===== config.mk =====
export PLATFORM = sky130hd
export DESIGN_NAME = rcc_prep_stage
export DESIGN_NICKNAME = d
export VERILOG_FILES = /design/src/hdl/rcc_pkg.sv /design/src/hdl/rcc_prep_stage.sv
export SDC_FILE = /design/constraint.sdc
export NUM_CORES = 1
export LEC_CHECK = 0
export ABC_AREA = 1
export CAP_MARGIN = 25
export CORE_ASPECT_RATIO = 1.1
export CORE_MARGIN = 4
export CORE_UTILIZATION = 40
export CTS_CLUSTER_SIZE = 10
export DETAILED_ROUTE_END_ITERATION = 10
export DONT_BUFFER_PORTS = 1
export GPL_ROUTABILITY_DRIVEN = 0
export MAX_ROUTING_LAYER = met4
export PLACE_DENSITY_LB_ADDON = 0.25
export REMOVE_ABC_BUFFERS = 1
export SYNTH_ARGS = -nofsm -noshare
export SYNTH_HDL_FRONTEND = slang
export SYNTH_SLANG_ARGS = --single-unit

===== constraint.sdc =====
create_clock -name clk -period 0.8 [get_ports clk]
set_input_delay 0.08 -clock clk [delete_from_list [all_inputs] [get_ports clk]]
set_output_delay 0.08 -clock clk [all_outputs]
set_load 0.01 [all_outputs]

===== src/hdl/rcc_pkg.sv =====
`default_nettype none
package rcc_pkg;

	// Field widths
	localparam int RAW_W     = 20;
	localparam int FRAC_W    = 16;
	localparam int LEVEL_W   = FRAC_W + 1;
	localparam int CLASS_W   = 3;
	localparam int CFG_IDX_W = 3;
	localparam int LANES     = 3;

	// Lane order inside the packed arrays
	localparam int LANE_RED   = 0;
	localparam int LANE_GREEN = 1;
	localparam int LANE_BLUE  = 2;

	// From an accepted item to its done strobe lie one set-up stage,
	// one cell per quotient bit and one classification stage
	localparam int LATENCY = FRAC_W + 2;

	// Register indexes of the configuration port
	localparam logic [CFG_IDX_W-1:0] REG_BLACK_RED   = 3'd0;
	localparam logic [CFG_IDX_W-1:0] REG_BLACK_GREEN = 3'd1;
	localparam logic [CFG_IDX_W-1:0] REG_BLACK_BLUE  = 3'd2;
	localparam logic [CFG_IDX_W-1:0] REG_WHITE_RED   = 3'd3;
	localparam logic [CFG_IDX_W-1:0] REG_WHITE_GREEN = 3'd4;
	localparam logic [CFG_IDX_W-1:0] REG_WHITE_BLUE  = 3'd5;

	localparam logic [RAW_W-1:0] BLACK_RESET = '0;
	localparam logic [RAW_W-1:0] WHITE_RESET = RAW_W'(1);

	// Levels in unsigned 1.16 fixed point
	localparam logic [LEVEL_W-1:0] FULL_SCALE  = LEVEL_W'(65536);
	localparam logic [LEVEL_W-1:0] TH_RED_BLUE = LEVEL_W'(13107);
	localparam logic [LEVEL_W-1:0] TH_GREEN    = LEVEL_W'(3277);
	localparam logic [LEVEL_W-1:0] TH_WHITE    = LEVEL_W'(22938);
	localparam logic [LEVEL_W-1:0] TH_BLACK    = LEVEL_W'(6554);

	typedef enum logic [CLASS_W-1:0] {
		CLS_UNKNOWN = 3'd0,
		CLS_RED     = 3'd1,
		CLS_GREEN   = 3'd2,
		CLS_BLUE    = 3'd3,
		CLS_WHITE   = 3'd4,
		CLS_BLACK   = 3'd5
	} colour_class_t;

	// How a lane's level is formed at the end of the chain
	typedef enum logic [1:0] {
		MODE_DIV  = 2'd0,
		MODE_ZERO = 2'd1,
		MODE_FULL = 2'd2
	} lvl_mode_t;

	// Per-channel division state handed from cell to cell
	typedef struct packed {
		lvl_mode_t          mode;
		logic [RAW_W-1:0]   rem;
		logic [RAW_W-1:0]   dvs;
		logic [FRAC_W-1:0]  quo;
	} lane_t;

	typedef struct packed {
		logic                vld;
		lane_t [LANES-1:0]   lane;
	} stage_t;

endpackage
`default_nettype wire


===== src/hdl/rcc_prep_stage.sv =====
`default_nettype none
module rcc_prep_stage import rcc_pkg::*; (
	input  logic                         clk,
	input  logic                         arst_n,
	input  logic                         take,
	input  logic [LANES-1:0][RAW_W-1:0]  raw,
	input  logic [LANES-1:0][RAW_W-1:0]  black,
	input  logic [LANES-1:0][RAW_W-1:0]  white,
	output stage_t                       prep_s1
);

	lane_t [LANES-1:0] lane_c;
	lane_t [LANES-1:0] lane_s1;
	logic              vld_s1;

	// Sort out the special cases and form remainder and divisor
	always_comb begin
		for (int i = 0; i < LANES; i++) begin
			lane_c[i].quo = '0;
			if (white[i] <= black[i] || raw[i] <= black[i]) begin
				lane_c[i].mode = MODE_ZERO;
				lane_c[i].rem  = '0;
				lane_c[i].dvs  = RAW_W'(1);
			end else if (raw[i] >= white[i]) begin
				lane_c[i].mode = MODE_FULL;
				lane_c[i].rem  = '0;
				lane_c[i].dvs  = RAW_W'(1);
			end else begin
				lane_c[i].mode = MODE_DIV;
				lane_c[i].rem  = raw[i] - black[i];
				lane_c[i].dvs  = white[i] - black[i];
			end
		end
	end

	always_ff @(posedge clk or negedge arst_n) begin
		if (!arst_n) begin
			vld_s1 <= 1'b0;
		end else begin
			vld_s1 <= take;
		end
	end

	// Load the payload only for an accepted item
	always_ff @(posedge clk) begin
		if (take) begin
			lane_s1 <= lane_c;
		end
	end

	assign prep_s1.vld  = vld_s1;
	assign prep_s1.lane = lane_s1;

endmodule
`default_nettype wire


==> results.py <==
metrics = {
    "outcome": {
        "status": "complete, but fails checks",
        "violations": "hold timing, setup timing",
    },
    "pwr": {
        "power_density_mw_per_mm2": 1340,
        "leakagePower_nw": 11.4,
        "ir_worst_vdd_v": 0.00150,
    },
    "synthesis": {
        "yosysTopAreaCell": "edfxtp_1",
        "synthesis.area_mm2": 0.0151,
        "post_synth.cell_area_avg_um2": 6.49,
        "ys_ff_latch": 127,
        "synth_top_area_share": 0.250,
        "synth.yosys.seq_area_share": 0.252,
        "yosysWarnings": 0,
        "syn_inst": 2330,
        "synth.area.top_cells": "edfxtp_1, nand2_1, ha_1, inv_1, nor2_1",
        "yosysUniqueCellTypes": 34,
    },
    "routing": {
        "ant_nets": 0,
        "dr_total_vias": 16000,
        "drc": 0,
        "wire_per_inst_um": 16.0,
        "initialDrtViolationCount": 856,
        "drt-pass1-iter-count": 6,
        "routed_via_density": 4.82,
        "routed_wl_um": 53000,
    },
    "sta": {
        "setup_slack_ns": -0.755,
        "slew_violations": 0,
        "fmax_ghz": 0.643,
        "layout_worst_path_cycle_share": 1.94,
        "holdWs_ns": -0.238,
        "setup_viol": 253,
        "period_minus_slack_ns": 1.55,
        "hold_viol": 127,
        "rsz0062_at_grt": "true",
    },
    "setup_path": {
        "crit_buf_inv": 5,
        "cp.required_ns": 1.00,
        "endpoint_kind": "flip-flop",
        "cp_max_fo": 5,
        "slowest_delay_ns": 0.32,
        "crit_family": "simple AND/OR/NAND/NOR gates",
        "timing.critical_path.mode_cell": "nor2_4",
        "crit_chain": "clkinvlp_4 -> ha_4 -> nand2_2 -> nor2_4 -> nand2_1 -> inv_1 -> nand4_1 -> nand2_1 -> inv_1 -> nand2_2 -> nor2_4 -> nand2_4 -> buf_12 -> clkbuf_16 -> nor2_4",
        "worstSetupPathType": "input port to flip-flop",
        "cp-start-kind": "input port",
        "worst_path_max_delay_cell": "ha_4",
        "arrival_ns": 1.76,
    },
    "die": {
        "std_cell_rows": 74,
        "fp.dieArea_mm2": 0.0410,
        "ioPinCount": 358,
        "die_h_um": 212,
        "die_w_um": 193,
        "start_util": 0.406,
        "coreArea_mm2": 0.0372,
    },
    "min_path": {
        "hold_path_class": "input port to flip-flop",
    },
    "finish": {
        "drive_above_1_share": 0.323,
        "syn_to_final_growth_pct": 45.4,
        "multi_input_area_mm2": 0.0110,
        "layout_common_cells": "nand2_1, inv_1, buf_4",
        "final_common_cell": "nand2_1",
        "finalNonFillerCells": 3322,
        "seqCellArea_mm2": 0.00381,
        "final_net_count": 3184,
        "stdcell_area_mm2": 0.0220,
        "fillers": 3336,
        "num_antenna_cells": 0,
    },
    "grt": {
        "grt_start_max_net_pins": 128,
        "overflow": 0,
        "grt.total_usage": 0.250,
        "grt_pass1_vias": 15500,
        "grt_first_pass_wirelength_um": 79200,
        "antenna_found_initial": 0,
    },
    "clock_network": {
        "cts_max_level": 4,
        "cts_buffers": 17,
        "cts_buffer_depth": 2,
        "hold_buffers": 3,
        "cts_tree": "done",
        "clk_pin_slew_worst_paths_ns": 0.06,
        "clock-sinks": 127,
        "cts-root-buf": "clkbuf_16",
    },
    "placement": {
        "placed_cells": 3236,
        "dp_hpwl_um": 41600,
        "port_buffers": 0,
        "placed_cell_area_mm2": 0.0187,
    },
    "flow_run": {
        "drv_cap": 0,
    },
}
synthesized netlist by cell type, drive strengths merged:
cell      n
inv     523
buf      61
nor2    315
or2       2
a21oi   104
nor3     29
a21o      4
ha      180
nand3b   12
nand4    24
o21a      3
nand2   740
clkinv    2
dfrtp     1
conb      1
fa        6
o21bai   13
xor2     48
nor4      5
o21ai    15
edfxtp  126
xnor2     8
nand3   104
and2      4
area by class of cell:
class,count,area share
tap,494,0.0281
sequential,127,0.173
clock inverter,13,0.00529
clock buffer,19,0.0197
multi-input combinational,1664,0.499
inverter,525,0.0938
timing repair buffer,480,0.181
sequential cells by signal (all words and copies together) (netlist names):
signal	count
prep_s1	126
vld_s1	1
stage by stage:
step	total power, mW	utilization	TNS [ns]	setup slack (ns)
after global routing	31.4	0.591	-112.85	-0.806
after global placement	19.3	0.502	-144.86	-1.23
final	29.5	0.591	-102.27	-0.755
after floorplan	14.8	-	-165.49	-1.37
after detailed placement	19.4	0.502	-147.30	-1.23
after CTS	28.4	0.559	-96.66	-0.625
worst paths after layout:
| check | end | slack [ns] | depth (start not counted) | start |
|---|---|---|---|---|
| max | prep_s1[37] | -0.75 | 15 | black[9] |
| min | prep_s1[35] | -0.24 | 0 | take |
| max in group asynchronous | vld_s1 | 0.31 | 2 | arst_n |
| min in group asynchronous | vld_s1 | 0.38 | 2 | arst_n |
metal layers:
| metal | track usage | wire [µm] | vias to the layer above | part of all wire |
|---|---|---|---|---|
| li1 | - | - | 8045 | - |
| met1 | 0.268 | 20200 | 7221 | 0.38 |
| met2 | 0.432 | 26400 | 544 | 0.50 |
| met3 | 0.0575 | 3400 | 193 | 0.064 |
| met4 | 0.135 | 3030 | 0 | 0.057 |
| met5 | - | 0 | - | 0 |
report_power, final:
part,internal [mW],switching (mW)
sequential,8.00,0.568
clock,4.27,3.26
combinational,6.19,7.25
cell families after synthesis:
logic type                 after synthesis  share of synthesized area
and+or+nand+nor                       1235                      0.346
DFF                                    127                      0.252
buffers and inverters                  586                      0.162
adders and majority gates              186                      0.157
AOI/OAI and AO/OA                      139                     0.0500
other                                    1                   0.000248
xor gates and xnor gates                56                     0.0324
what timing repair did:
item	in CTS	in global routing
endpoints found under the hold margin	133	128
endpoints found under the setup margin	253	253
setup buffers	26	24
pin swaps	34	64
gates resized for setup	228	252
cloned	8	5
(Power assumes the default switching activity.)
