File: config.mk
export PLATFORM = sky130hd
export DESIGN_NAME = rcc_div_cell
export DESIGN_NICKNAME = d
export VERILOG_FILES = /design/src/hdl/rcc_pkg.sv /design/src/hdl/rcc_div_cell.sv
export SDC_FILE = /design/constraint.sdc
export NUM_CORES = 1
export LEC_CHECK = 0
export CAP_MARGIN = 20
export CELL_PAD_IN_SITES_DETAIL_PLACEMENT = 0
export CELL_PAD_IN_SITES_GLOBAL_PLACEMENT = 2
export CORE_MARGIN = 3
export CORE_UTILIZATION = 36
export CTS_CLUSTER_DIAMETER = 50
export CTS_CLUSTER_SIZE = 16
export DETAILED_ROUTE_END_ITERATION = 8
export DONT_BUFFER_PORTS = 1
export GPL_ROUTABILITY_DRIVEN = 0
export GPL_TIMING_DRIVEN = 0
export HOLD_SLACK_MARGIN = 0.05
export PLACE_DENSITY_LB_ADDON = 0.1
export SKIP_LAST_GASP = 1
export SYNTH_ARGS = -nofsm -noshare
export SYNTH_HDL_FRONTEND = slang
export SYNTH_SLANG_ARGS = --single-unit
export TNS_END_PERCENT = 100
File: constraint.sdc
create_clock -name clk -period 0.8 [get_ports clk]
set_input_delay 0.16 -clock clk [delete_from_list [all_inputs] [get_ports clk]]
set_output_delay 0.16 -clock clk [all_outputs]
set_load 0.01 [all_outputs]
File: src/hdl/rcc_pkg.sv
`default_nettype none
package rcc_pkg;

	// Field widths
	localparam int RAW_W     = 20;
	localparam int FRAC_W    = 16;
	localparam int LEVEL_W   = FRAC_W + 1;
	localparam int CLASS_W   = 3;
	localparam int CFG_IDX_W = 3;
	localparam int LANES     = 3;

	// Lane order inside the packed arrays
	localparam int LANE_RED   = 0;
	localparam int LANE_GREEN = 1;
	localparam int LANE_BLUE  = 2;

	// From an accepted item to its done strobe lie one set-up stage,
	// one cell per quotient bit and one classification stage
	localparam int LATENCY = FRAC_W + 2;

	// Register indexes of the configuration port
	localparam logic [CFG_IDX_W-1:0] REG_BLACK_RED   = 3'd0;
	localparam logic [CFG_IDX_W-1:0] REG_BLACK_GREEN = 3'd1;
	localparam logic [CFG_IDX_W-1:0] REG_BLACK_BLUE  = 3'd2;
	localparam logic [CFG_IDX_W-1:0] REG_WHITE_RED   = 3'd3;
	localparam logic [CFG_IDX_W-1:0] REG_WHITE_GREEN = 3'd4;
	localparam logic [CFG_IDX_W-1:0] REG_WHITE_BLUE  = 3'd5;

	localparam logic [RAW_W-1:0] BLACK_RESET = '0;
	localparam logic [RAW_W-1:0] WHITE_RESET = RAW_W'(1);

	// Levels in unsigned 1.16 fixed point
	localparam logic [LEVEL_W-1:0] FULL_SCALE  = LEVEL_W'(65536);
	localparam logic [LEVEL_W-1:0] TH_RED_BLUE = LEVEL_W'(13107);
	localparam logic [LEVEL_W-1:0] TH_GREEN    = LEVEL_W'(3277);
	localparam logic [LEVEL_W-1:0] TH_WHITE    = LEVEL_W'(22938);
	localparam logic [LEVEL_W-1:0] TH_BLACK    = LEVEL_W'(6554);

	typedef enum logic [CLASS_W-1:0] {
		CLS_UNKNOWN = 3'd0,
		CLS_RED     = 3'd1,
		CLS_GREEN   = 3'd2,
		CLS_BLUE    = 3'd3,
		CLS_WHITE   = 3'd4,
		CLS_BLACK   = 3'd5
	} colour_class_t;

	// How a lane's level is formed at the end of the chain
	typedef enum logic [1:0] {
		MODE_DIV  = 2'd0,
		MODE_ZERO = 2'd1,
		MODE_FULL = 2'd2
	} lvl_mode_t;

	// Per-channel division state handed from cell to cell
	typedef struct packed {
		lvl_mode_t          mode;
		logic [RAW_W-1:0]   rem;
		logic [RAW_W-1:0]   dvs;
		logic [FRAC_W-1:0]  quo;
	} lane_t;

	typedef struct packed {
		logic                vld;
		lane_t [LANES-1:0]   lane;
	} stage_t;

endpackage
`default_nettype wire

File: src/hdl/rcc_div_cell.sv
`default_nettype none
module rcc_div_cell import rcc_pkg::*; (
	input  logic   clk,
	input  logic   arst_n,
	input  stage_t stage_in,
	output stage_t stage_out
);

	logic [LANES-1:0][RAW_W:0] shifted_c;
	logic [LANES-1:0]          ge_c;
	lane_t [LANES-1:0]         lane_c;
	lane_t [LANES-1:0]         lane_q;
	logic                      vld_q;

	// Develop one quotient bit per lane: shift, compare, subtract
	always_comb begin
		for (int i = 0; i < LANES; i++) begin
			lane_c[i]    = stage_in.lane[i];
			shifted_c[i] = {stage_in.lane[i].rem, 1'b0};
			ge_c[i]      = shifted_c[i] >= {1'b0, stage_in.lane[i].dvs};
			if (ge_c[i]) begin
				lane_c[i].rem = RAW_W'(shifted_c[i] - {1'b0, stage_in.lane[i].dvs});
			end else begin
				lane_c[i].rem = RAW_W'(shifted_c[i]);
			end
			lane_c[i].quo = {stage_in.lane[i].quo[FRAC_W-2:0], ge_c[i]};
		end
	end

	always_ff @(posedge clk or negedge arst_n) begin
		if (!arst_n) begin
			vld_q <= 1'b0;
		end else begin
			vld_q <= stage_in.vld;
		end
	end

	always_ff @(posedge clk) begin
		if (stage_in.vld) begin
			lane_q <= lane_c;
		end
	end

	assign stage_out.vld  = vld_q;
	assign stage_out.lane = lane_q;

endmodule
`default_nettype wire

==> results.yml, run 1 <==
worst_setup_path:
  crit_path_start_kind: "input pin"
  crit_path_end_kind: "flip-flop"
  cp_max_fo: 3
  cp.required_ns: 0.99
  max_stage_delay_ns: 0.53
  critPathArrivalTime_ns: 2.12
  cp_cell_sequence: "fa_2 > and2b_4 > o21bai_4 > a31oi_4 > a211oi_4 > mux2i_1 > or4_1 > mux2_4"
  path_class: "in -> reg"
  critPathSlowestCell: "or4_1"
logic_synthesis:
  synth-edff-count: 174
  synth-seq-cells: 175
  yosysWarningCount: 0
  async_reset_ff_frac: 0.00571
  syn_inst: 797
  postSynthAreaPerCell_sq_um: 12.0
  yosys.cell_types.count: 76
  syn_area_sq_mm: 0.00955
  synth_top_flop_cell: "edfxtp_1"
  ys_seq_area_frac: 0.550
  synth_fp_nets: 1037
global_routing:
  grt_pass1_wl_mm: 45.2
  grt_overflow: 0
  first_global_vias: 7907
  antenna_found_initial: 2
  grtUsageTotal: 0.202
  grt_max_degree: 176
layout:
  final_cell_mix: "edfxtp_1, dlygate4sd3_1, buf_4"
  area_delta_synth_final_pct: 55.1
  final_cells: 1407
  drive_gt1_frac: 0.357
  fin_nets: 1303
  mostFrequentLayoutCell: "edfxtp_1"
timing:
  hold_viol: 123
  worstMarginPinSlew_ns: 0.440
  relSlewSlack: 0.702
  fin_hold_ws_ns: -0.166
  timing.fmax_mhz: 520
  fin_crit_sh: 2.40
  fin_ws_ns: -1.12
  rsz0062_at_grt: "true"
  slew_viol_final: 0
  setup_viol: 239
  fin_crit_ns: 1.92
drt:
  ant_nets: 0
  drt_iter0_drc: 486
  drc: 0
  viasPerCell: 5.23
  routedWlPerCell_microns: 21.2
  routed_wirelength_mm: 29.9
  vias: 7365
  firstDrtPassIters: 5
clock_network:
  cts_root_buf: "clkbuf_16"
  cts_tree: "done"
  clkSinkCount: 175
  numCtsBuffers: 17
  htreeDepth: 4
  clkSlewWorstSetupHoldPaths_ns: 0.08
  cts_buffer_depth: 2
worst_hold_path:
  hold_path_class: "in -> reg"
pwr:
  intPower_uw: 19600
  pwr-share-comb: 0.241
  p_seq_frac: 0.439
  clockPowerShare: 0.320
  power_density_mw_per_mm2: 1900
  switching_share: 0.303
  ir_worst_vdd_v: 0.00120
  p_leak_uw: 0.00576
  power_switching_uw: 8500
die:
  die_h_microns: 169
  rows: 58
  initial_core_util: 0.373
  io_pins: 352
  coreArea_sq_mm: 0.0256
  die_w_microns: 169
  die-area_sq_mm: 0.0285
place:
  port_buffers: 0
  pre_cts_slack_ns: -1.75
  dpl.cell_count: 1127
  hpwl_mm: 19.1
status:
  status: "finished, violations left"
  violations: "hold timing, setup timing"
flow_run:
  cap_violations: 0
[kinds of logic (layout without fill, tap and decap cells)]
kind of cell    Yosys count  count (layout)  share of synthesized area
compound gates          188             188                      0.128
other cells               0               1                          0
buf+inv                 106             385                     0.0473
xor+xnor                 44              44                     0.0404
mux                      43              43                     0.0536
fa+ha+maj                63              63                     0.0849
flops                   175             175                      0.550
simple gates            178             178                     0.0962
[timing repair]
action / CTS / global route
setup endpoints to repair: 238 / 238
hold endpoints to repair: 347 / 177
pin swaps: 84 / 44
buffers inserted: 64 / 19
hold buffers: 170 / 2
gates cloned: 5 / 0
gates resized for setup: 167 / 62
[flip-flops by register name, summed over array words and instances, names as in the netlist]
name / count
vld_q: 1
stage_out: 174
[Yosys cell counts, drive strengths merged, types with 5 or more instances]
library cell  count  share of area
edfxtp          174           0.55
inv              83          0.033
nand2            61          0.024
ha               60          0.079
a21oi            53          0.029
o21ai            44          0.023
mux2             35          0.045
xnor2            28          0.026
nor2             26          0.010
nand3            22          0.012
a21o             17          0.013
buf              16          0.012
xor2             16          0.015
a31oi            13         0.0092
o211ai           12          0.010
nand2b           10         0.0066
nor3              9         0.0047
a211oi            8         0.0068
and3              8         0.0052
mux2i             8         0.0084
clkbuf            7         0.0028
nand4             7         0.0062
o21a              7         0.0056
o21bai            7         0.0067
and2              6         0.0042
nor2b             6         0.0047
a21boi            5         0.0039
[layer usage]
layer  global-route usage  wire length [microns]  vias up  part of all wire
met5                    0                      7        -           0.00023
met4               0.0516                    678        2             0.023
met3               0.0633                   2350       45             0.079
met2                0.360                  15300      297              0.51
met1                0.238                  11500     3546              0.38
li1                     -                      -     3475                 -
[metrics by stage]
| step | cell area [sq um] | utilization | hold WS (ns) | total power, uW | setup TNS (ns) |
|---|---|---|---|---|---|
| after floorplan | 10400 | - | -0.136 | 15900 | -73.55 |
| after global placement | 10800 | 0.422 | -0.135 | 16900 | -91.56 |
| after detailed placement | 10800 | 0.422 | -0.135 | 16900 | -92.15 |
| after CTS | 14400 | 0.563 | -0.212 | 27900 | -103.62 |
| after global routing | 14800 | 0.578 | -0.205 | 29300 | -104.81 |
| final | 14800 | 0.578 | -0.166 | 28100 | -95.11 |
[final cells by class]
cell class / count / area [sq um]
diodes: 1 / 2.50
plain buffers: 15 / 200
clock buffers: 17 / 425
clock inverters: 15 / 210
fillers: 2147 / 10800
inverters: 83 / 392
multi-input cells: 516 / 5410
flip-flops and latches: 175 / 5250
well taps: 330 / 413
repair buffers: 255 / 2500
[critical path: cells and delay by family]
family                     cells  cell delay, ns
and+or+nand+nor                2            0.81
adders and majority gates      1            0.37
AOI/OAI and AO/OA              3            0.38
muxes                          2            0.39
[worst paths after layout]
check	from	slack [ns]	depth (start not counted)	end
max	stage_in[17]	-1.12	8	stage_out[54]$_DFFE_PP_
min	stage_in[174]	-0.17	0	stage_out[168]$_DFFE_PP_
max in group asynchronous	arst_n	0.20	2	vld_q$_DFF_PN0_
min in group asynchronous	arst_n	0.48	2	vld_q$_DFF_PN0_
[power by group through the flow]
stage                     registers, uW  clock network, uW  logic [uW]
after CTS                         12300               9170        6360
after global routing              12400               9620        7320
after detailed placement          12500                  0        4390
final                             12300               8990        6770
after floorplan                   12300                  0        3620
after global placement            12500                  0        4370
No activity file was read; power rests on OpenSTA's default activity.
==> run 2, diff against run 1 <==
--- a/config.mk
+++ b/config.mk
@@ -17,7 +17,8 @@
 export GPL_ROUTABILITY_DRIVEN = 0
 export GPL_TIMING_DRIVEN = 0
 export HOLD_SLACK_MARGIN = 0.05
-export PLACE_DENSITY_LB_ADDON = 0.1
+export PLACE_DENSITY = 0.84
+export RECOVER_POWER = 100
 export SKIP_LAST_GASP = 1
 export SYNTH_ARGS = -nofsm -noshare
 export SYNTH_HDL_FRONTEND = slang
==> run 2 against run 1 <==
Net effect:
- the flow still finishes with violations (hold timing, setup timing)
- first-iteration DRC count shrank 13%
- die area is the same
- cell count shrank 0.14%
- cell area shrank 0.57%
- critical path type unchanged
- fmax grew 0.40%
- largest power group unchanged
==> results.yml, run 2 (same netlist as run 1, synthesis figures left out) <==
global_routing:
  grt_overflow: 0
  first_global_vias: 7852
  grt_pass1_wl_mm: 44.3
  grtUsageTotal: 0.198
  grt_max_degree: 176
  antenna_found_initial: 0
place:
  port_buffers: 0
  pre_cts_slack_ns: -1.74
  hpwl_mm: 18.9
clock_network:
  numCtsBuffers: 17
  cts_buffer_depth: 2
  clkSlewWorstSetupHoldPaths_ns: 0.08
  hold_buffers: 172
  cts_root_buf: "clkbuf_16"
  clkSinkCount: 175
  htreeDepth: 4
  cts_tree: "done"
timing:
  worstMarginPinSlew_ns: 0.399
  hold_viol: 146
  timing.fmax_mhz: 522
  relSlewSlack: 0.734
  fin_ws_ns: -1.11
  setup_viol: 238
  fin_hold_ws_ns: -0.202
  slew_viol_final: 0
  fin_crit_ns: 1.91
  fin_crit_sh: 2.39
  rsz0062_at_grt: "true"
worst_setup_path:
  max_stage_delay_ns: 0.51
  path_class: "in -> reg"
  crit_path_end_kind: "flip-flop"
  cp_cell_sequence: "fa_2 > and2b_4 > o21bai_4 > a31oi_4 > a211oi_2 > mux2i_1 > or4_1 > mux2_4"
  critPathArrivalTime_ns: 2.10
  crit_path_start_kind: "input pin"
  critPathSlowestCell: "or4_1"
  cp_max_fo: 3
  cp.required_ns: 0.98
status:
  violations: "hold timing, setup timing"
  status: "finished, violations left"
layout:
  final_cell_mix: "edfxtp_1, dlygate4sd3_1, buf_4"
  mostFrequentLayoutCell: "edfxtp_1"
  multi_input_area_sq_mm: 0.00534
  fin_nets: 1302
  area_delta_synth_final_pct: 54.2
  n_antenna_cell: 0
  largest_reg_flops: 174
  seq_area_sq_mm: 0.00525
  fillers: 2091
  drive_gt1_frac: 0.365
drt:
  drt_iter0_drc: 424
  ant_nets: 0
  vias: 7260
  routedWlPerCell_microns: 20.9
  routed_wirelength_mm: 29.3
  viasPerCell: 5.17
  firstDrtPassIters: 4
  drc: 0
worst_hold_path:
  min_from: "stage_in[174]"
  whs_path_depth: 0
  hold_path_class: "in -> reg"
  whs_endpoint: "vld_q$_DFF_PN0_"
die:
  coreArea_sq_mm: 0.0256
  die-area_sq_mm: 0.0285
  rows: 58
  die_w_microns: 169
  die_h_microns: 169
  initial_core_util: 0.373
  io_pins: 352
pwr:
  pwr-share-comb: 0.242
  switching_share: 0.291
  power_density_mw_per_mm2: 1880
  p_leak_uw: 0.00567
  power_switching_uw: 8070
  p_seq_frac: 0.444
  clockPowerShare: 0.314
  ir_worst_vdd_v: 0.00119
  total_power_uw: 27700
  intPower_uw: 19600
flow_run:
  cap_violations: 0
run 2: worst max-delay path: cells and delay by family:
family	cells	cell delay, ns
AOI/OAI and AO/OA	3	0.36
adders and majority gates	1	0.39
and+or+nand+nor	2	0.79
muxes	2	0.39
run 2: layout make-up:
type | count | share of cell area
Timing Repair Buffer | 258 | 0.173
Clock buffer | 17 | 0.0289
Sequential cell | 175 | 0.357
Tap cell | 330 | 0.0280
Multi-Input combinational cell | 516 | 0.363
Buffer | 11 | 0.0102
Inverter | 83 | 0.0274
Clock inverter | 15 | 0.0131
run 2: per-stage QoR:
stage | util | std cells | area [sq um] | setup TNS (ns)
after floorplan | - | 797 | 10400 | -73.55
after global placement | 0.422 | 1127 | 10800 | -91.84
after detailed placement | 0.422 | 1127 | 10800 | -92.52
after CTS | 0.559 | 1396 | 14300 | -99.87
after global routing | 0.575 | 1405 | 14700 | -104.37
final | 0.575 | 1405 | 14700 | -95.56
run 2: worst max-delay path by stage:
stage	startpoint	endpoint	slack, ns	depth (start not counted)
6_report	stage_in[17]	stage_out[54]$_DFFE_PP_	-1.11	8
5_1_grt	stage_in[17]	stage_out[54]$_DFFE_PP_	-1.14	8
4_1_cts	stage_in[17]	stage_out[54]$_DFFE_PP_	-1.08	8
3_5_place_dp	stage_in[81]	stage_out[106]$_DFFE_PP_	-1.74	12
3_3_place_gp	stage_in[81]	stage_out[106]$_DFFE_PP_	-1.73	12
2_1_floorplan	stage_in[17]	stage_out[54]$_DFFE_PP_	-1.44	8
run 2: layer usage:
layer	up-vias	share of wire	global-route usage
li1	3473	-	-
met1	3523	0.40	0.240
met3	43	0.060	0.0525
met5	-	0	0
met2	221	0.51	0.342
met4	0	0.027	0.0683
run 2: timing repair:
| item | in CTS | in global routing |
|---|---|---|
| buffers inserted | 71 | 14 |
| hold endpoints to repair | 347 | 175 |
| pin swaps | 51 | 39 |
| resized for setup | 153 | 81 |
| setup endpoints to repair | 238 | 238 |
| cloned | 3 | 0 |
run 2: power groups by stage:
stage                     registers [uW]  clock network, uW  logic (uW)
after floorplan                    12300                  0        3620
after global placement             12500                  0        4360
after detailed placement           12500                  0        4380
after CTS                          12300               9000        6240
after global routing               12400               9310        7260
final                              12300               8700        6700
