`config.mk`:
```
export PLATFORM = sky130hd
export DESIGN_NAME = rcc_classify
export DESIGN_NICKNAME = d
export VERILOG_FILES = /design/src/hdl/rcc_pkg.sv /design/src/hdl/rcc_classify.sv
export SDC_FILE = /design/constraint.sdc
export NUM_CORES = 1
export LEC_CHECK = 0
export BUFFER_PORTS_ARGS = -buffer_cell sky130_fd_sc_hd__buf_2
export CORE_MARGIN = 2
export CORE_UTILIZATION = 35
export DETAILED_ROUTE_END_ITERATION = 8
export PLACE_DENSITY = 0.72
export SLEW_MARGIN = 20
export SYNTH_ARGS = -nofsm -noshare
export SYNTH_HDL_FRONTEND = slang
export SYNTH_SLANG_ARGS = --single-unit
```
`constraint.sdc`:
```
create_clock -name clk -period 0.8 [get_ports clk]
set_input_delay 0.08 -clock clk [delete_from_list [all_inputs] [get_ports clk]]
set_output_delay 0.08 -clock clk [all_outputs]
set_load 0.01 [all_outputs]
```
`src/hdl/rcc_pkg.sv`:
```
`default_nettype none
package rcc_pkg;

	// Field widths
	localparam int RAW_W     = 20;
	localparam int FRAC_W    = 16;
	localparam int LEVEL_W   = FRAC_W + 1;
	localparam int CLASS_W   = 3;
	localparam int CFG_IDX_W = 3;
	localparam int LANES     = 3;

	// Lane order inside the packed arrays
	localparam int LANE_RED   = 0;
	localparam int LANE_GREEN = 1;
	localparam int LANE_BLUE  = 2;

	// From an accepted item to its done strobe lie one set-up stage,
	// one cell per quotient bit and one classification stage
	localparam int LATENCY = FRAC_W + 2;

	// Register indexes of the configuration port
	localparam logic [CFG_IDX_W-1:0] REG_BLACK_RED   = 3'd0;
	localparam logic [CFG_IDX_W-1:0] REG_BLACK_GREEN = 3'd1;
	localparam logic [CFG_IDX_W-1:0] REG_BLACK_BLUE  = 3'd2;
	localparam logic [CFG_IDX_W-1:0] REG_WHITE_RED   = 3'd3;
	localparam logic [CFG_IDX_W-1:0] REG_WHITE_GREEN = 3'd4;
	localparam logic [CFG_IDX_W-1:0] REG_WHITE_BLUE  = 3'd5;

	localparam logic [RAW_W-1:0] BLACK_RESET = '0;
	localparam logic [RAW_W-1:0] WHITE_RESET = RAW_W'(1);

	// Levels in unsigned 1.16 fixed point
	localparam logic [LEVEL_W-1:0] FULL_SCALE  = LEVEL_W'(65536);
	localparam logic [LEVEL_W-1:0] TH_RED_BLUE = LEVEL_W'(13107);
	localparam logic [LEVEL_W-1:0] TH_GREEN    = LEVEL_W'(3277);
	localparam logic [LEVEL_W-1:0] TH_WHITE    = LEVEL_W'(22938);
	localparam logic [LEVEL_W-1:0] TH_BLACK    = LEVEL_W'(6554);

	typedef enum logic [CLASS_W-1:0] {
		CLS_UNKNOWN = 3'd0,
		CLS_RED     = 3'd1,
		CLS_GREEN   = 3'd2,
		CLS_BLUE    = 3'd3,
		CLS_WHITE   = 3'd4,
		CLS_BLACK   = 3'd5
	} colour_class_t;

	// How a lane's level is formed at the end of the chain
	typedef enum logic [1:0] {
		MODE_DIV  = 2'd0,
		MODE_ZERO = 2'd1,
		MODE_FULL = 2'd2
	} lvl_mode_t;

	// Per-channel division state handed from cell to cell
	typedef struct packed {
		lvl_mode_t          mode;
		logic [RAW_W-1:0]   rem;
		logic [RAW_W-1:0]   dvs;
		logic [FRAC_W-1:0]  quo;
	} lane_t;

	typedef struct packed {
		logic                vld;
		lane_t [LANES-1:0]   lane;
	} stage_t;

endpackage
`default_nettype wire

```
`src/hdl/rcc_classify.sv`:
```
`default_nettype none
module rcc_classify import rcc_pkg::*; (
	input  logic                 clk,
	input  logic                 arst_n,
	input  stage_t               stage_in,
	output logic                 done,
	output logic [CLASS_W-1:0]   colour_class,
	output logic [LEVEL_W-1:0]   level_red,
	output logic [LEVEL_W-1:0]   level_green,
	output logic [LEVEL_W-1:0]   level_blue
);

	logic [LANES-1:0][LEVEL_W-1:0] lvl_c;
	logic [LANES-1:0][LEVEL_W-1:0] lvl_q;
	colour_class_t                 cls_c;
	colour_class_t                 cls_q;
	logic                          done_q;
	logic [LEVEL_W-1:0]            r_c;
	logic [LEVEL_W-1:0]            g_c;
	logic [LEVEL_W-1:0]            b_c;

	// Apply saturation to each quotient
	always_comb begin
		for (int i = 0; i < LANES; i++) begin
			unique case (stage_in.lane[i].mode)
				MODE_DIV:  lvl_c[i] = {1'b0, stage_in.lane[i].quo};
				MODE_FULL: lvl_c[i] = FULL_SCALE;
				MODE_ZERO: lvl_c[i] = '0;
				default:   lvl_c[i] = '0;
			endcase
		end
	end

	assign r_c = lvl_c[LANE_RED];
	assign g_c = lvl_c[LANE_GREEN];
	assign b_c = lvl_c[LANE_BLUE];

	// Classify in priority order
	always_comb begin
		priority if (r_c > g_c && r_c > b_c && r_c > TH_RED_BLUE) begin
			cls_c = CLS_RED;
		end else if (g_c > r_c && g_c > b_c && g_c > TH_GREEN) begin
			cls_c = CLS_GREEN;
		end else if (b_c > r_c && b_c > g_c && b_c > TH_RED_BLUE) begin
			cls_c = CLS_BLUE;
		end else if (r_c > TH_WHITE && g_c > TH_WHITE && b_c > TH_WHITE) begin
			cls_c = CLS_WHITE;
		end else if (r_c < TH_BLACK && g_c < TH_BLACK && b_c < TH_BLACK) begin
			cls_c = CLS_BLACK;
		end else begin
			cls_c = CLS_UNKNOWN;
		end
	end

	always_ff @(posedge clk or negedge arst_n) begin
		if (!arst_n) begin
			done_q <= 1'b0;
		end else begin
			done_q <= stage_in.vld;
		end
	end

	// Register the result with its strobe; it holds until the next item
	always_ff @(posedge clk) begin
		if (stage_in.vld) begin
			lvl_q <= lvl_c;
			cls_q <= cls_c;
		end
	end

	assign done         = done_q;
	assign colour_class = cls_q;
	assign level_red    = lvl_q[LANE_RED];
	assign level_green  = lvl_q[LANE_GREEN];
	assign level_blue   = lvl_q[LANE_BLUE];

endmodule
`default_nettype wire

```
==> results of run 1 <==
## report_power, final
group          internal (uW)  switching (uW)
Combinational           1370            1350
Sequential              3400            54.5
Clock                    616             875
Total                   5380            2280
## path summary, 6_finish.rpt
check | end | slack, ns | cells past startpoint
worst min-delay path | done | 0.05 | 2
min in group clk | done | 0.15 | 2
max in group asynchronous | done | 0.67 | 2
worst max-delay path | colour_class[2] | -1.60 | 11
## sequential cells by signal (all words and copies together) (netlist names)
| register | flops |
|---|---|
| level_blue | 17 |
| colour_class | 3 |
| level_red | 17 |
| done | 1 |
| level_green | 17 |
## Yosys cell counts (4+ instances only)
library cell  number  area (um2)
o21ai_0            4        20.0
edfxtp_1          54        1620
nor3b_1            4        30.0
nor4_1             5        31.3
nor2_1            21        78.8
o211ai_1           7        52.6
a21oi_1           13        65.1
nand3_1            7        35.0
nor2b_1            6        37.5
nand4b_1           5        43.8
a21o_1            14         105
ha_1              51         638
nand2_1           39         146
and2_1            17         106
nand4_1           17         106
and4_1             5        43.8
inv_1             38         143
nor3_1             9        45.0
## critical path, delay by kind of cell
| family | cells | cell delay [ns] |
|---|---|---|
| and+or+nand+nor | 6 | 1.20 |
| buffers and inverters | 3 | 0.44 |
| AOI/OAI and AO/OA | 1 | 0.44 |
| adders and majority gates | 1 | 0.32 |
## final cells by class
type | count | area [um2] | area share [%]
clock buffers | 7 | 76.3 | 1.17
clock inverters | 1 | 5.00 | 0.0770
inverters | 38 | 145 | 2.23
multi-input cells | 272 | 2600 | 40.1
flip-flops and latches | 55 | 1650 | 25.3
well taps | 136 | 170 | 2.62
repair buffers | 265 | 1850 | 28.5
## cells by family after synthesis
logic type | after synthesis
AND/OR/NAND/NOR | 155
AO/OA/AOI/OAI | 65
flip-flops | 55
adder cells (fa/ha/maj) | 51
buffers and inverters | 42
## layout by cell type (no fill, tap or decap), types with 5 or more instances in the layout
master    count
and2_4       11
and2_1        6
nand4b_1      5
a21oi_1      10
ha_1         24
nor2_1       18
clkbuf_8      5
nor2b_1       6
buf_4       141
inv_1        32
a21o_1       14
nand2_4       8
a21oi_2       5
edfxtp_1     54
nand3_1       6
and4_1        5
nor3_1        8
nor2_4        5
nor4_1        5
o211ai_1      7
nand2_2      13
buf_6        10
nand2_1      14
buf_2       105
ha_4         25
inv_2         5
nand4_1      17
## layer usage
metal,vias to the layer above,track usage (%),part of all wire [%]
li1,1943,-,-
met1,1956,32.1,44
met2,203,37.5,47
met3,11,3.44,7.8
met4,0,6.41,1.2
met5,-,0,0
## stage by stage
step | hold slack [ns] | power [uW] | area (um2)
2_1_floorplan | -0.216 | 4470 | 4000
3_3_place_gp | -0.146 | 5710 | 5750
3_5_place_dp | -0.144 | 5770 | 5750
4_1_cts | 0.0397 | 7440 | 6100
5_1_grt | 0.0690 | 8040 | 6500
6_report | 0.0504 | 7660 | 6500
## what timing repair did
| item | 4_1_cts | 5_1_grt |
|---|---|---|
| setup buffers | 6 | 8 |
| pin swaps | 24 | 28 |
| hold buffers | 1 | 0 |
| resized for setup | 35 | 71 |
| gates cloned | 2 | 0 |
| endpoints found under the hold margin | 1 | 0 |
| setup endpoints to repair | 62 | 63 |
==> summary.txt, run 1 <==
Setup path
  • Crit-path max FO: 6
  • Critical path's slowest cell: or4_4
  • CP peak stage delay: 0.52 ns
  • CP startpoint kind: primary input
  • CP endpoint kind: flip-flop
  • CP cell instances: buf_6 -> nor2_4 -> clkbuf_16 -> buf_4 -> nand2_4 -> ha_1 -> nand4_1 -> nor2_1 -> a2111o_1 -> or4_4 -> and4b_1
  • CP startpoint: stage_in[57]
  • CP Data Arrival Time: 2.48 ns
  • Critical path class: primary input to flip-flop
  • Critical path required time: 0.88 ns

Synth
  • Post-synthesis cell count: 368
  • Compound-Gate Fraction of Synth Area: 12.7%
  • Post-synth design cell area: 3790 um2
  • Yosys reg bits: 55
  • Synthesized Nets: 596
  • Largest family of logic cells by synthesized area: simple AND/OR/NAND/NOR gates
  • Unique masters post-synth: 53
  • Post-Syn Area per Cell: 10.3 um2
  • Multiplexer area fraction after synthesis: 0%
  • Ys Warns: 0
  • Number of flops mapped to enable cells by yosys: 54
  • Adder-Cell Fraction of Synth Area: 16.9%
  • Synth Area in XOR/XNOR: 0%
  • Ys flop type: edfxtp_1
  • Synth Area in Simple Gates: 22.8%
  • Ys async rst share: 1.82%
  • Post-synthesis sequential area ratio: 43.5%

STA
  • Period utilisation layout: 300%
  • Tmin final: 2.40 ns
  • Max Freq: 0.416 GHz
  • Worst-margin pin slew: 0.408 ns
  • Slew headroom: 72.5%
  • Setup TNS: -10.63 ns
  • Final-report hold violation count: 0
  • RSZ-0062 raised after global routing: yes
  • Slew Limit Fails: 0
  • Final setup vio count: 59
  • Final Worst Setup Slack: -1.60 ns

Placement
  • Worst slack, placed: -2.05 ns
  • Dpl cells: 750
  • # port buffers: 111
  • GP Congestion: 0.938
  • DP Wirelength: 10900 um

Global route
  • Vias in the first global route: 3991
  • Initial antenna violation count: 0
  • Pin count of the biggest net entering global routing: 31
  • Overflow after GRT: 0
  • Tot GR Track Use: 23.1%
  • Global-route wire length before repair: 20400 um

Finish
  • Final core utilization: 62.4%
  • Syn-to-layout area delta: 71.6%
  • Ratio of cells with drive above 1 in the final layout: 56.4%
  • Filler cell count: 828
  • Non-Filler Instances: 774
  • Diodes inserted: 0
  • Final #Nets: 865

Die
  • DIE WIDTH: 108 um
  • I/O Pins: 232
  • Row cnt: 37
  • Core Area: 10400 um2
  • Initial core utilization: 36.3%
  • Chip height: 108 um
  • Die area: 11700 um2

Route
  • Post-route ant nets: 0
  • Average wire per standard cell: 18.1 um
  • Drt pass-1 iters: 5
  • Routed vias: 4113
  • Avg Vias per Cell: 5.31
  • Drc violations: 0
  • Post-Route WL: 14000 um
  • Initial DRC Count: 249

Clocking
  • Root Buffer: clkbuf_8
  • Clock buffer count from CTS: 5
  • CTS tree: yes
  • Register clock-pin slew on the reported worst setup and hold paths: 0.09 ns
  • Clock Sinks: 55
  • Max clock buf depth: 2
  • H-tree lvl count: 2

Status
  • Failing checks: setup timing
  • Outcome: finished, violations left

Pwr
  • Peak supply drop: 0.696 mV
  • Cell leakage power: 0.00313 uW
  • PD cells: 1180 nW/um2

Min path
  • Hold Path Class: primary input to asynchronous set/reset pin

Flow run
  • Max cap viols: 0
No activity file was read; power rests on OpenSTA's default activity.
==> run 2, diff against run 1 <==
--- a/config.mk
+++ b/config.mk
@@ -9,6 +9,7 @@
 export CORE_MARGIN = 2
 export CORE_UTILIZATION = 35
 export DETAILED_ROUTE_END_ITERATION = 8
+export GPL_TIMING_DRIVEN = 0
 export PLACE_DENSITY = 0.72
 export SLEW_MARGIN = 20
 export SYNTH_ARGS = -nofsm -noshare
==> summary.txt, run 2 (synthesis results as in run 1) <==
STA
  • Slew headroom: 54.1% (-18 points)
  • Final-report hold violation count: 0 (unchanged)
  • Max Freq: 0.379 GHz (-8.9%)
  • Worst-margin pin slew: 0.688 ns (+0.280 ns)
  • Period utilisation layout: 330% (+29 points)
  • Final setup vio count: 58 (-1.7%)
  • Slew Limit Fails: 0 (unchanged)
  • RSZ-0062 raised after global routing: yes
  • Tmin final: 2.64 ns (+0.235 ns)
  • Final Worst Setup Slack: -1.84 ns (-0.235 ns)

Pwr
  • Switching share of total power: 27.9% (-1.8 points)
  • Flop pwr share: 47.1% (+2.0 points)
  • Peak supply drop: 0.714 mV (+2.6%)
  • Int Pwr: 5280 uW (-1.9%)
  • Clock power frac: 25.9% (+6.4 points)
  • Logic pwr share: 27.1% (-8.4 points)
  • Overall power consumption: 7330 uW (-4.3%)
  • Cell leakage power: 0.00244 uW (-22%)
  • PD cells: 1420 nW/um2 (+21%)
  • Psw: 2050 uW (-10%)

Clocking
  • Max clock buf depth: 2 (unchanged)
  • CTS tree: yes
  • Register clock-pin slew on the reported worst setup and hold paths: 0.09 ns (about the same)
  • Root Buffer: clkbuf_8
  • Clock Sinks: 55 (unchanged)
  • Clock buffer count from CTS: 5 (unchanged)
  • H-tree lvl count: 2 (unchanged)

Setup path
  • Most frequent CP cell: a2111o_1
  • Critical path required time: 0.87 ns (about the same)
  • CP peak stage delay: 0.52 ns (about the same)
  • Critical path's slowest cell: or4_4
  • CP cell instances: buf_6 -> nor2_4 -> buf_8 -> buf_12 -> nand2_4 -> ha_2 -> nand4_1 -> nor3_1 -> a2111o_1 -> a2111o_1 -> or4_4 -> and4b_1
  • CP startpoint kind: primary input
  • Crit-path max FO: 8 (+2)
  • CP bufs+invs: 3 (unchanged)
  • CP Data Arrival Time: 2.71 ns (+0.23 ns)
  • Critical path class: primary input to flip-flop
  • CP endpoint kind: flip-flop
  • Crit-path leading delay family: simple AND/OR/NAND/NOR gates

Finish
  • Most frequent cells in the layout: 106 x buf_2, 54 x edfxtp_1, 40 x ha_1
  • Diodes inserted: 0 (unchanged)
  • Non-Filler Instances: 645 (-17%)
  • Filler cell count: 990 (+20%)
  • Most common cell after layout, fill and taps aside: buf_2
  • Ratio of cells with drive above 1 in the final layout: 36.0% (-20 points)
  • Syn-to-layout area delta: 35.9%
  • Register Area: 1650 um2 (unchanged)
  • Multi-input gate area: 2250 um2 (-13%)
  • Final #Nets: 736 (-15%)

Placement
  • DP Wirelength: 9550 um (-12%)
  • GP Congestion: 0.879 (-6.3%)
  • Dpl cells: 615 (-18%)
  • # port buffers: 111 (unchanged)

Die
  • Initial core utilization: 36.3% (unchanged)
  • I/O Pins: 232 (unchanged)
  • Row cnt: 37 (unchanged)
  • Core Area: 10400 um2 (unchanged)
  • DIE WIDTH: 108 um (unchanged)
  • Chip height: 108 um (unchanged)
  • Die area: 11700 um2 (unchanged)

Route
  • Initial DRC Count: 339 (+36%)
  • Drc violations: 0 (unchanged)
  • Avg Vias per Cell: 5.45 (+2.6%)
  • Routed vias: 3515 (-15%)
  • Post-route ant nets: 0 (unchanged)
  • Post-Route WL: 11900 um (-15%)
  • Drt pass-1 iters: 5 (unchanged)
  • Average wire per standard cell: 18.5 um (+2.3%)

Global route
  • Tot GR Track Use: 20.4% (-2.6 points)
  • Pin count of the biggest net entering global routing: 56 (+81%)
  • Global-route wire length before repair: 18000 um (-12%)
  • Overflow after GRT: 0 (unchanged)
  • Initial antenna violation count: 0 (unchanged)
  • Vias in the first global route: 3326 (-17%)

Status
  • Failing checks: setup timing
  • Outcome: finished, violations left

Min path
  • Hold Path Class: primary input to asynchronous set/reset pin

Flow run
  • Max cap viols: 0 (unchanged)
-- run 2: changes by cell type in the layout (fill, tap and decap cells not counted), sizes merged --
cell,previous run,this run
nor2,23,22
bufinv,0,1
buf,263,135
clkbuf,8,7
-- run 2: metal layers --
metal / wire, um / GRT usage [%] / vias up
met5: 0 / 0 / -
met4: 192 / 5.13 / 0
met3: 1000 / 3.44 / 19
met2: 5240 / 32.4 / 167
met1: 5470 / 29.0 / 1663
li1: - / - / 1666
-- run 2: worst paths after layout --
| check | cells after the start | to | slack, ns | startpoint |
|---|---|---|---|---|
| worst max-delay path | 12 | colour_class[2] | -1.84 | stage_in[56] |
| worst min-delay path | 2 | done | 0.07 | arst_n |
| max in group asynchronous | 2 | done | 0.65 | arst_n |
| min in group clk | 2 | level_blue[4] | 0.11 | stage_in[173] |
-- run 2: layout make-up --
cell class	instances	share of cell area [%]
inverters	38	2.77
well taps	136	3.31
repair buffers	133	14.6
clock buffers	6	1.60
multi-input cells	271	43.8
clock inverters	2	0.681
plain buffers	4	1.24
flip-flops and latches	55	32.0
-- run 2: repair_timing --
action	CTS	global route
resized for setup	11	19
setup endpoints to repair	113	63
hold buffers	1	0
endpoints found under the hold margin	1	0
pin swaps	11	8
setup buffers	16	5
-- run 2: power groups by stage --
stage / combinational, uW / sequential [uW] / clock, uW
floorplan: 825 / 3640 / 0
global placement: 1700 / 3520 / 0
detailed placement: 1750 / 3520 / 0
CTS: 1890 / 3450 / 1940
global route: 2180 / 3470 / 2010
finish: 1980 / 3450 / 1900
-- run 2: metrics by stage --
step / TNS (ns) / cell area [um2] / hold WS (ns) / util, % / setup slack, ns
after floorplan: -4.89 / 4000 / -0.216 / - / -1.84
after global placement: -44.92 / 4720 / -0.145 / 45.3 / -2.37
after detailed placement: -47.65 / 4720 / -0.143 / 45.3 / -2.39
after CTS: -11.94 / 5010 / 0.0502 / 48.1 / -1.85
after global routing: -13.21 / 5150 / 0.0694 / 49.4 / -1.91
final: -11.07 / 5150 / 0.0678 / 49.4 / -1.84
